==> config.mk <==
export PLATFORM = sky130hd
export DESIGN_NAME = lfu_replacement_unit
export DESIGN_NICKNAME = d
export VERILOG_FILES = /design/src/design/lfu_pkg.sv /design/src/design/lfu_ram.sv /design/src/design/lfu_ctrl.sv /design/src/design/lfu_dp.sv /design/src/design/lfu_replacement_unit.sv
export SDC_FILE = /design/constraint.sdc
export NUM_CORES = 1
export LEC_CHECK = 0
export ABC_AREA = 1
export BUFFER_PORTS_ARGS = -buffer_cell sky130_fd_sc_hd__buf_2
export CORE_MARGIN = 4
export CORE_UTILIZATION = 55
export DETAILED_ROUTE_END_ITERATION = 10
export GPL_ROUTABILITY_DRIVEN = 0
export PLACE_DENSITY_LB_ADDON = 0.05
export SETUP_SLACK_MARGIN = 0.02
export SYNTH_ARGS = -nofsm -noshare
export SYNTH_HDL_FRONTEND = slang
export SYNTH_SLANG_ARGS = --single-unit
==> constraint.sdc <==
create_clock -name aclk -period 11.4 [get_ports aclk]
set_input_delay 2.28 -clock aclk [delete_from_list [all_inputs] [get_ports aclk]]
set_output_delay 2.28 -clock aclk [all_outputs]
set_load 0.03 [all_outputs]
==> src/design/lfu_pkg.sv <==
// shared types and constants for the lfu replacement unit
// no dependencies
package lfu_pkg;

    localparam int FUNC_W = 2;
    localparam int ADDR_W = 16;
    localparam int WAY_W  = 2;
    localparam int CNT_W  = 8;

    localparam logic [CNT_W-1:0] COUNT_MAX = 8'hFF;

    // request operation codes
    typedef enum logic [FUNC_W-1:0] {
        OP_VICTIM = 2'd0,
        OP_HIT    = 2'd1,
        OP_INVAL  = 2'd2
    } lfu_op_t;

    typedef enum logic {
        ST_IDLE,
        ST_EXEC
    } lfu_state_t;

    // controller to datapath
    typedef struct packed {
        logic capture;
        logic wr_en;
        logic out_load;
    } lfu_cmd_t;

    // datapath to controller
    typedef struct packed {
        logic is_victim;
        logic is_write;
    } lfu_sts_t;

endpackage

==> src/design/lfu_ram.sv <==
// generic single-write, single-read ram with registered read data
// no dependencies
module lfu_ram #(
    parameter int WIDTH = 8,
    parameter int DEPTH = 16
) (
    input  logic                     aclk,
    input  logic                     wr_en,
    input  logic [$clog2(DEPTH)-1:0] wr_addr,
    input  logic [WIDTH-1:0]         wr_data,
    input  logic                     rd_en,
    input  logic [$clog2(DEPTH)-1:0] rd_addr,
    output logic [WIDTH-1:0]         rd_data
);

    logic [WIDTH-1:0] mem_reg [DEPTH];
    logic [WIDTH-1:0] rd_data_reg;

    // write port
    always_ff @(posedge aclk) begin
        if (wr_en) begin
            mem_reg[wr_addr] <= wr_data;
        end
    end

    // registered read port
    always_ff @(posedge aclk) begin
        if (rd_en) begin
            rd_data_reg <= mem_reg[rd_addr];
        end
    end

    assign rd_data = rd_data_reg;

endmodule

==> src/design/lfu_ctrl.sv <==
// control state machine for the lfu replacement unit
// depends on lfu_pkg
module lfu_ctrl (
    input  logic              aclk,
    input  logic              aresetn,
    input  logic              s_valid,
    output logic              s_ready,
    output logic              m_valid,
    input  logic              m_ready,
    output lfu_pkg::lfu_cmd_t cmd,
    input  lfu_pkg::lfu_sts_t sts
);
    import lfu_pkg::*;

    lfu_state_t state_reg, state_next;
    logic       out_valid_reg, out_valid_next;

    // state and output valid registers
    always_ff @(posedge aclk) begin
        if (!aresetn) begin
            state_reg     <= ST_IDLE;
            out_valid_reg <= 1'b0;
        end else begin
            state_reg     <= state_next;
            out_valid_reg <= out_valid_next;
        end
    end

    // next state and commands
    always_comb begin
        state_next     = state_reg;
        out_valid_next = out_valid_reg && !m_ready;
        cmd            = '0;
        s_ready        = 1'b0;
        unique case (state_reg)
            ST_IDLE: begin
                s_ready = 1'b1;
                if (s_valid) begin
                    cmd.capture = 1'b1;
                    state_next  = ST_EXEC;
                end
            end
            ST_EXEC: begin
                if (sts.is_victim) begin
                    // hold until the output register is free
                    if (!out_valid_reg || m_ready) begin
                        cmd.out_load   = 1'b1;
                        out_valid_next = 1'b1;
                        state_next     = ST_IDLE;
                    end
                end else begin
                    cmd.wr_en  = sts.is_write;
                    state_next = ST_IDLE;
                end
            end
            default: begin
                state_next = ST_IDLE;
            end
        endcase
    end

    assign m_valid = out_valid_reg;

endmodule

==> src/design/lfu_dp.sv <==
// datapath: counter store, row update and minimum search
// depends on lfu_pkg and lfu_ram
module lfu_dp #(
    parameter int WAYS        = 4,
    parameter int INDEX_BITS  = 4,
    parameter int OFFSET_BITS = 4
) (
    input  logic                        aclk,
    input  logic                        aresetn,
    input  logic [lfu_pkg::FUNC_W-1:0]  s_func,
    input  logic [lfu_pkg::ADDR_W-1:0]  s_address,
    input  logic [lfu_pkg::WAY_W-1:0]   s_way,
    output logic [lfu_pkg::WAY_W-1:0]   m_victim_way,
    input  lfu_pkg::lfu_cmd_t           cmd,
    output lfu_pkg::lfu_sts_t           sts
);
    import lfu_pkg::*;

    localparam int SETS  = 1 << INDEX_BITS;
    localparam int ROW_W = WAYS * CNT_W;
    localparam int WB    = $clog2(WAYS);
    localparam int P     = 1 << WB;

    logic [INDEX_BITS-1:0] s_set;
    logic [FUNC_W-1:0]     func_reg;
    logic [WAY_W-1:0]      way_reg;
    logic [INDEX_BITS-1:0] set_reg;
    logic                  row_valid_reg [SETS];
    logic                  rd_valid_reg;
    logic [ROW_W-1:0]      rd_row;
    logic [ROW_W-1:0]      cur_row;
    logic [ROW_W-1:0]      wr_row;
    logic [CNT_W-1:0]      lane_cnt [WAYS];
    logic [CNT_W-1:0]      node_cnt [2*P];
    logic [WB-1:0]         node_idx [2*P];
    logic [WAY_W-1:0]      victim_reg;

    assign s_set = s_address[OFFSET_BITS +: INDEX_BITS];

    // request capture
    always_ff @(posedge aclk) begin
        if (cmd.capture) begin
            func_reg <= s_func;
            way_reg  <= s_way;
            set_reg  <= s_set;
        end
    end

    // per-set valid bits, a row never written reads as all zero
    always_ff @(posedge aclk) begin
        if (!aresetn) begin
            for (int i = 0; i < SETS; i++) begin
                row_valid_reg[i] <= 1'b0;
            end
            rd_valid_reg <= 1'b0;
        end else begin
            if (cmd.wr_en) begin
                row_valid_reg[set_reg] <= 1'b1;
            end
            if (cmd.capture) begin
                rd_valid_reg <= row_valid_reg[s_set];
            end
        end
    end

    // counter rows, one per set
    lfu_ram #(
        .WIDTH (ROW_W),
        .DEPTH (SETS)
    ) u_ram (
        .aclk    (aclk),
        .wr_en   (cmd.wr_en),
        .wr_addr (set_reg),
        .wr_data (wr_row),
        .rd_en   (cmd.capture),
        .rd_addr (s_set),
        .rd_data (rd_row)
    );

    assign cur_row = rd_valid_reg ? rd_row : '0;

    // split row into lanes and build the updated row
    always_comb begin
        for (int i = 0; i < WAYS; i++) begin
            lane_cnt[i]                = cur_row[i*CNT_W +: CNT_W];
            wr_row[i*CNT_W +: CNT_W]   = lane_cnt[i];
            if (int'(way_reg) == i) begin
                if (func_reg == OP_HIT) begin
                    if (lane_cnt[i] != COUNT_MAX) begin
                        wr_row[i*CNT_W +: CNT_W] = lane_cnt[i] + CNT_W'(1);
                    end
                end else begin
                    wr_row[i*CNT_W +: CNT_W] = '0;
                end
            end
        end
    end

    // minimum search tree, ties go to the lower way
    always_comb begin
        node_cnt[0] = '0;
        node_idx[0] = '0;
        for (int k = 0; k < P; k++) begin
            node_cnt[P+k] = (k < WAYS) ? lane_cnt[k] : COUNT_MAX;
            node_idx[P+k] = WB'(k);
        end
        for (int k = P - 1; k >= 1; k--) begin
            if (node_cnt[2*k+1] < node_cnt[2*k]) begin
                node_cnt[k] = node_cnt[2*k+1];
                node_idx[k] = node_idx[2*k+1];
            end else begin
                node_cnt[k] = node_cnt[2*k];
                node_idx[k] = node_idx[2*k];
            end
        end
    end

    // result register
    always_ff @(posedge aclk) begin
        if (cmd.out_load) begin
            victim_reg <= WAY_W'(node_idx[1]);
        end
    end

    assign m_victim_way  = victim_reg;
    assign sts.is_victim = (func_reg == OP_VICTIM);
    assign sts.is_write  = (func_reg == OP_HIT) || (func_reg == OP_INVAL);

endmodule

==> src/design/lfu_replacement_unit.sv <==
// top level of the lfu replacement unit
// depends on lfu_pkg, lfu_ctrl, lfu_dp
//
//  channel | ports                               | moves
//  s_      | s_valid s_ready s_func s_address s_way | one request
//  m_      | m_valid m_ready m_victim_way        | victim way of a find-victim request
//
// each request is accepted with the row read, then updates the row or searches it
// the counter row is read through a registered port, one request at a time
// reset clears all counters at once through per-set valid bits, no sweep
// a find-victim request waits in the exec state while the result is unread
module lfu_replacement_unit #(
    parameter int WAYS        = 4,
    parameter int INDEX_BITS  = 4,
    parameter int OFFSET_BITS = 4
) (
    input  logic                       aclk,
    input  logic                       aresetn,
    input  logic                       s_valid,
    output logic                       s_ready,
    input  logic [lfu_pkg::FUNC_W-1:0] s_func,
    input  logic [lfu_pkg::ADDR_W-1:0] s_address,
    input  logic [lfu_pkg::WAY_W-1:0]  s_way,
    output logic                       m_valid,
    input  logic                       m_ready,
    output logic [lfu_pkg::WAY_W-1:0]  m_victim_way
);
    import lfu_pkg::*;

    lfu_cmd_t cmd;
    lfu_sts_t sts;

    // controller
    lfu_ctrl u_ctrl (
        .aclk    (aclk),
        .aresetn (aresetn),
        .s_valid (s_valid),
        .s_ready (s_ready),
        .m_valid (m_valid),
        .m_ready (m_ready),
        .cmd     (cmd),
        .sts     (sts)
    );

    // datapath
    lfu_dp #(
        .WAYS        (WAYS),
        .INDEX_BITS  (INDEX_BITS),
        .OFFSET_BITS (OFFSET_BITS)
    ) u_dp (
        .aclk         (aclk),
        .aresetn      (aresetn),
        .s_func       (s_func),
        .s_address    (s_address),
        .s_way        (s_way),
        .m_victim_way (m_victim_way),
        .cmd          (cmd),
        .sts          (sts)
    );

endmodule

* Yosys cells after proc, flatten, opt, wreduce, memory -nomap -nowiden *
Memories as Yosys holds them, arrays and structs flattened. A register that Yosys moved wholly into a read port is not among the register bits.
Cells that the tools add are included.

word-level totals
  flip-flop bits (word level) = 12
  bits in writable memories = 528
  input bits = 24
  word-level logic and storage cells = 73
  memories kept = 2

memory list
  memory              words  bits a word  rd ports  clocked after Yosys merged registers in  wr ports  line           RTL
  u_dp.u_ram.mem_reg  16     32           1         1                                        1         lfu_ram.sv:16  logic [WIDTH-1:0] mem_reg [DEPTH];
  u_dp.row_valid_reg  16     1            1         1                                        16        lfu_dp.sv:28   logic row_valid_reg [SETS];

cells by class
  add/sub/neg operators = 4
  magnitude comparators = 3
  eq/ne operators = 9
  mux-type cells = 39
  bitwise logic cells = 1
  reductions and logical operators = 9

operator list
  cell                   number
  $mux W8                14
  $add A8 B1 Y8 const B  4
  $mux W32               1
  $ne A8 B8 Y1 const B   4
  $lt A8 B8 Y1           3
  $mux W1                20
  $eq A2 B2 Y1 const B   3
  $eq A2 B1 Y1 const B   2
  $logic_not A2 Y1       2
  $mux W2                2
  $mux W4                1
  $logic_not A1 Y1       3
  $logic_or A1 B1 Y1     2
  $pmux W1 S2            1
  $logic_and A1 B1 Y1    1
  $not A1 Y1             1
  $reduce_or A1 Y1       1

* Depth between registers and ports, before layout *
  depth in word-level cells = 10
  mapped depth = 23

* Cells and area by module *
Synthesis repeated with hierarchy kept, for this count alone.

second synthesis, totals
  cell total of the unflattened synthesis = 2,602
  area total of the unflattened synthesis = 26,061.2 um2

modules (own cells, without submodules)
  module    instances  cells an instance  area each (um2)
  lfu_ram   1          2,120              23,050.9
  lfu_dp    1          465                2,896.5
  lfu_ctrl  1          17                 113.9

* Worst setup path before layout *
Ideal clock, no wire load.

  path type = register to register
  start point = reg u_dp.func_reg[0]
  end point = mem u_dp.u_ram.mem_reg[12][0] in the netlist's numbering, enable pin
  library setup time = 505 ps
  arrival = 4,116 ps
  required time = 10,895 ps
  slack = 6,780 ps
  stages on the path, launching flop included = 6
  path buffers = 1
  period minus slack after synthesis = 4,620 ps
  path through = edfxtp_1 > inv_1 > ha_1 > nand2_1 > clkbuf_1 > nor4_1

on the way
  cells in the longest elaborated chain, start to end = 6
  elaborated cells on any way between the ends = 8
  classes of those cells = 2 x eq/ne; 4 x mux; 2 x reduce/logical

ends and longest elaborated chain
  item                                                 line            RTL
  start: declaration                                   lfu_dp.sv:25    logic [FUNC_W-1:0] func_reg;
  start signal: assignment                             lfu_dp.sv:43    func_reg <= s_func;
  $eq A2 B1 Y1 / $eq A2 B2 Y1 (equally long branches)  lfu_dp.sv:127   assign sts.is_write = (func_reg == OP_HIT) || (func_reg == OP_INVAL);
  $logic_or A1 B1 Y1                                   lfu_dp.sv:127
  $mux W1 (*)                                          lfu_ctrl.sv:44  if (sts.is_victim) begin
  $mux W2 (*)                                          lfu_ctrl.sv:35  unique case (state_reg)
  $mux W1 (*)                                          lfu_ram.sv:21   if (wr_en) begin
  $mux W1 (implied by the code) (*)                    lfu_ram.sv:22   mem_reg[wr_addr] <= wr_data;
  end: declaration                                     lfu_ram.sv:16

Every way passes the cells marked *; elsewhere a longest branch is shown, timed or not.

==> run summary <==
The flow ran to the end, and the final reports show no timing, DRC or antenna violations. The final number of max-transition violations came out at 0. Of the cells placed in the final design, the portion with a size suffix greater than 1 is 0.0972. The total leakage power came out at 9.09 nW. The biggest area contributor in the post-synthesis netlist is sky130_fd_sc_hd__edfxtp_1. The final-layout setup total negative slack came out at 0 ns. 28 I/O pins were placed. Synthesis produced 1761 cells. The first global-routing pass estimated 87100 um of wire. The number of library cell types mapped by synthesis came out at 42. The post-placement cell count came out at 2291. The fraction of synthesized cell area taken by the top area cell type is 0.701. The number of failing hold endpoints at the final stage came out at 0.

The final critical path time including I/O delays and setup came out at 4.96 ns. Clock-pin slew was measured on the worst setup and hold paths at 0.06 ns. The internal cell power is 3.49 mW. The overall routing resource usage came out at 0.247.

STA classifies the critical path endpoint as a register. The classification of the worst-slack hold path is reg2reg. The slew at the pin closest to its max-slew limit came out at 1.36 ns. The die covers 0.0465 mm2. The total inserted antenna cells is 0. After detailed routing, the average wire length per cell comes to 24.1 um.

In this run the mean area of a mapped cell was 13.5 um2. The number of nets in the synthesized netlist is 1810. The flip-flop count of the largest register, all copies and words added is 512. The initial antenna violation count came to 0. The number of hold buffers added after CTS was 0. The power per cell area is 169 mW/mm2. For this run the aggregate overflow at the end of global routing stands at 0. The share of the clock period used by the worst path came out at 0.435. The count of port buffers added during placement came out at 15. The headroom to the max-slew limit came out at 0.0927. The start-to-end type of the worst setup path is in2reg.

The cell sitting at the root of the clock tree is a sky130_fd_sc_hd__clkbuf_16. The power spent charging and discharging nets came out at 971 uW. The initial DRC count is 1590.

The maximum clock insertion buffer count is 3. The maximum vdd drop came out at 0.000146 V. The number of core rows is 75.

The number of setup buffers added after CTS is 0. The switching share of total power came out at 0.218. The final wirelength came out at 57600 um.

Of all nets on the critical path, the largest fanout is 126. The pin count of the biggest net entering global routing is 127. Summing over every cut layer, the via total after detailed routing is 14700. Post-CTS repair changed the size of 0 cells.

The first-pass iteration count of the detailed router came out at 5. Counting flops and latches in the post-synthesis netlist gives 573. The number of sinks handled by clock tree synthesis is 573.

Setup repair after global routing left no endpoint under its margin. Setup violations remaining at the end of the flow were counted as 0. TritonCTS built the clock tree. The fraction of registers with async set/reset is 0. The number of buffers created by CTS is 56. The number of filler cells placed in the layout is 3216.

From left edge to right edge, the die measures 216 um. Data arrives at the worst endpoint at 5.32 ns. The starting density of the core is 0.561. The share of total power dissipated in the clock network is 0.405. The remaining antenna violation count after routing came out at 0. The detailed placement HPWL came out at 30900 um. The vertical die dimension came out at 216 um. In the post-synthesis netlist, the biggest area contributors are sky130_fd_sc_hd__edfxtp_1, sky130_fd_sc_hd__mux2i_1, sky130_fd_sc_hd__nor2_1. Once layout is complete, the utilization of the core stands at 0.622. Leaving out filler cells and counting taps, the final layout contains 2388.

Timing would allow up to 0.202 GHz. The core region is 0.0423 mm2. The clock insertion delay at the later pin of the skew report came out at 0.61 ns.

STA classifies the critical path startpoint as an input port. The total number of yosys warnings is 0. The combinational group share of total power is 0.068. After detailed routing, the number of vias per cell comes to 6.14.

The final net count came out at 1821. The via count of the first global-routing pass came to 14100. Among all flip-flop cells after synthesis, the most frequent one is sky130_fd_sc_hd__edfxtp_1. The part of the Yosys area used for sequential elements came out at 0.717. The max-cap check violation count is 0. The layout overhead on the synthesized area came out at 11.0%.

Counting flops with a built-in enable in the synthesized netlist gives 554. The post-synthesis instance area is 0.0237 mm2. The DRC violations left came out at 0.

The H-tree was split into 2 levels. The sequential group share of total power is 0.527. The worst endpoint required time is 11.76 ns. The worst clock skew came out at 0.0279 ns.
power groups by stage:
stage,logic [mW],clock network (mW),registers [mW]
after floorplan,0.208,0,2.39
after global placement,0.294,0,2.39
after detailed placement,0.300,0,2.39
after CTS,0.302,1.85,2.35
after global routing,0.338,1.94,2.35
final,0.303,1.81,2.35
critical path, cell delays in order:
cell and delay [ns]:
sky130_fd_sc_hd__buf_8 0.61, sky130_fd_sc_hd__buf_4 0.85, sky130_fd_sc_hd__buf_4 0.83, sky130_fd_sc_hd__mux2i_1 0.32, sky130_fd_sc_hd__o221ai_1 0.13, sky130_fd_sc_hd__nand3_1 0.16, sky130_fd_sc_hd__nand2_1 0.06
layout make-up:
type | count | area, um2 | share of cell area
inverters | 81 | 309 | 0.0117
clock buffers | 76 | 1530 | 0.0581
well taps | 577 | 722 | 0.0274
multi-input cells | 1001 | 6080 | 0.231
flip-flops and latches | 573 | 17000 | 0.646
repair buffers | 59 | 424 | 0.0161
clock inverters | 21 | 258 | 0.00979
metal layers:
| metal | vias to the layer above | share of wire | global-route usage |
|---|---|---|---|
| met5 | - | 0 | 0 |
| li1 | 6697 | - | - |
| met2 | 518 | 0.48 | 0.400 |
| met1 | 7347 | 0.42 | 0.347 |
| met4 | 0 | 0.029 | 0.0756 |
| met3 | 102 | 0.072 | 0.0428 |
path summary, 6_finish.rpt:
path,startpoint,endpoint,slack (ns),cells past startpoint
max,s_address[4],u_dp.u_ram.rd_data[24],6.44,7
min,u_dp.row_valid_reg[6],u_dp.row_valid_reg[6],0.46,1
max reg2reg,u_dp.rd_valid_reg,u_dp.u_ram.mem_reg[1][16],7.66,14
min reg2reg,u_dp.row_valid_reg[6],u_dp.row_valid_reg[6],0.46,1
metrics by stage:
stage / setup WS, ns / hold slack (ns) / instance area [um2] / power, mW
final: 6.44 / 0.461 / 26300 / 4.46
after global routing: 6.20 / 0.475 / 26300 / 4.63
after CTS: 6.43 / 0.464 / 26300 / 4.50
after detailed placement: 5.75 / 0.449 / 24500 / 2.69
after global placement: 5.79 / 0.443 / 24500 / 2.69
after floorplan: 6.78 / 0.435 / 23700 / 2.60
cells in the final DEF (no fill, tap or decap), drive strengths merged:
cell	Yosys	final
bufinv	0	6
o221ai	100	100
a21oi	25	25
o21bai	3	3
mux2i	100	100
edfxtp	554	554
dfxtp	19	19
clkinv	1	16
nor3b	6	6
buf	22	59
o21a	15	15
a32o	2	2
xor2	2	2
nand4	3	3
o32ai	29	29
a211oi	3	3
ha	25	25
a22oi	1	1
nand3	53	53
nor3	19	19
clkbuf	84	76
o31ai	1	1
nor4	6	6
a31oi	2	2
a32oi	3	3
o311ai	1	1
o22ai	10	10
o211ai	31	31
o22a	1	1
nor2	247	247
nand2	146	146
o21ai	167	167
inv	80	80
synthesized netlist by cell type, drive strengths merged, types with 10 or more instances:
| master | instances |
|---|---|
| edfxtp | 554 |
| nor2 | 247 |
| o21ai | 167 |
| nand2 | 146 |
| mux2i | 100 |
| o221ai | 100 |
| clkbuf | 84 |
| inv | 80 |
| nand3 | 53 |
| o211ai | 31 |
| o32ai | 29 |
| a21oi | 25 |
| ha | 25 |
| buf | 22 |
| dfxtp | 19 |
| nor3 | 19 |
| o21a | 15 |
| o22ai | 10 |
cell families (layout without fill, tap and decap cells):
family                     count (synthesis)  count (layout)  synth area share
DFF                                      573             573             0.717
AOI/OAI and AO/OA                        394             394             0.111
adders and majority gates                 25              25            0.0132
xor gates and xnor gates                   2               2          0.000739
muxes                                    100             100            0.0422
buffers and inverters                    187             237            0.0314
and+or+nand+nor                          480             480            0.0840
(Power assumes the default switching activity.)
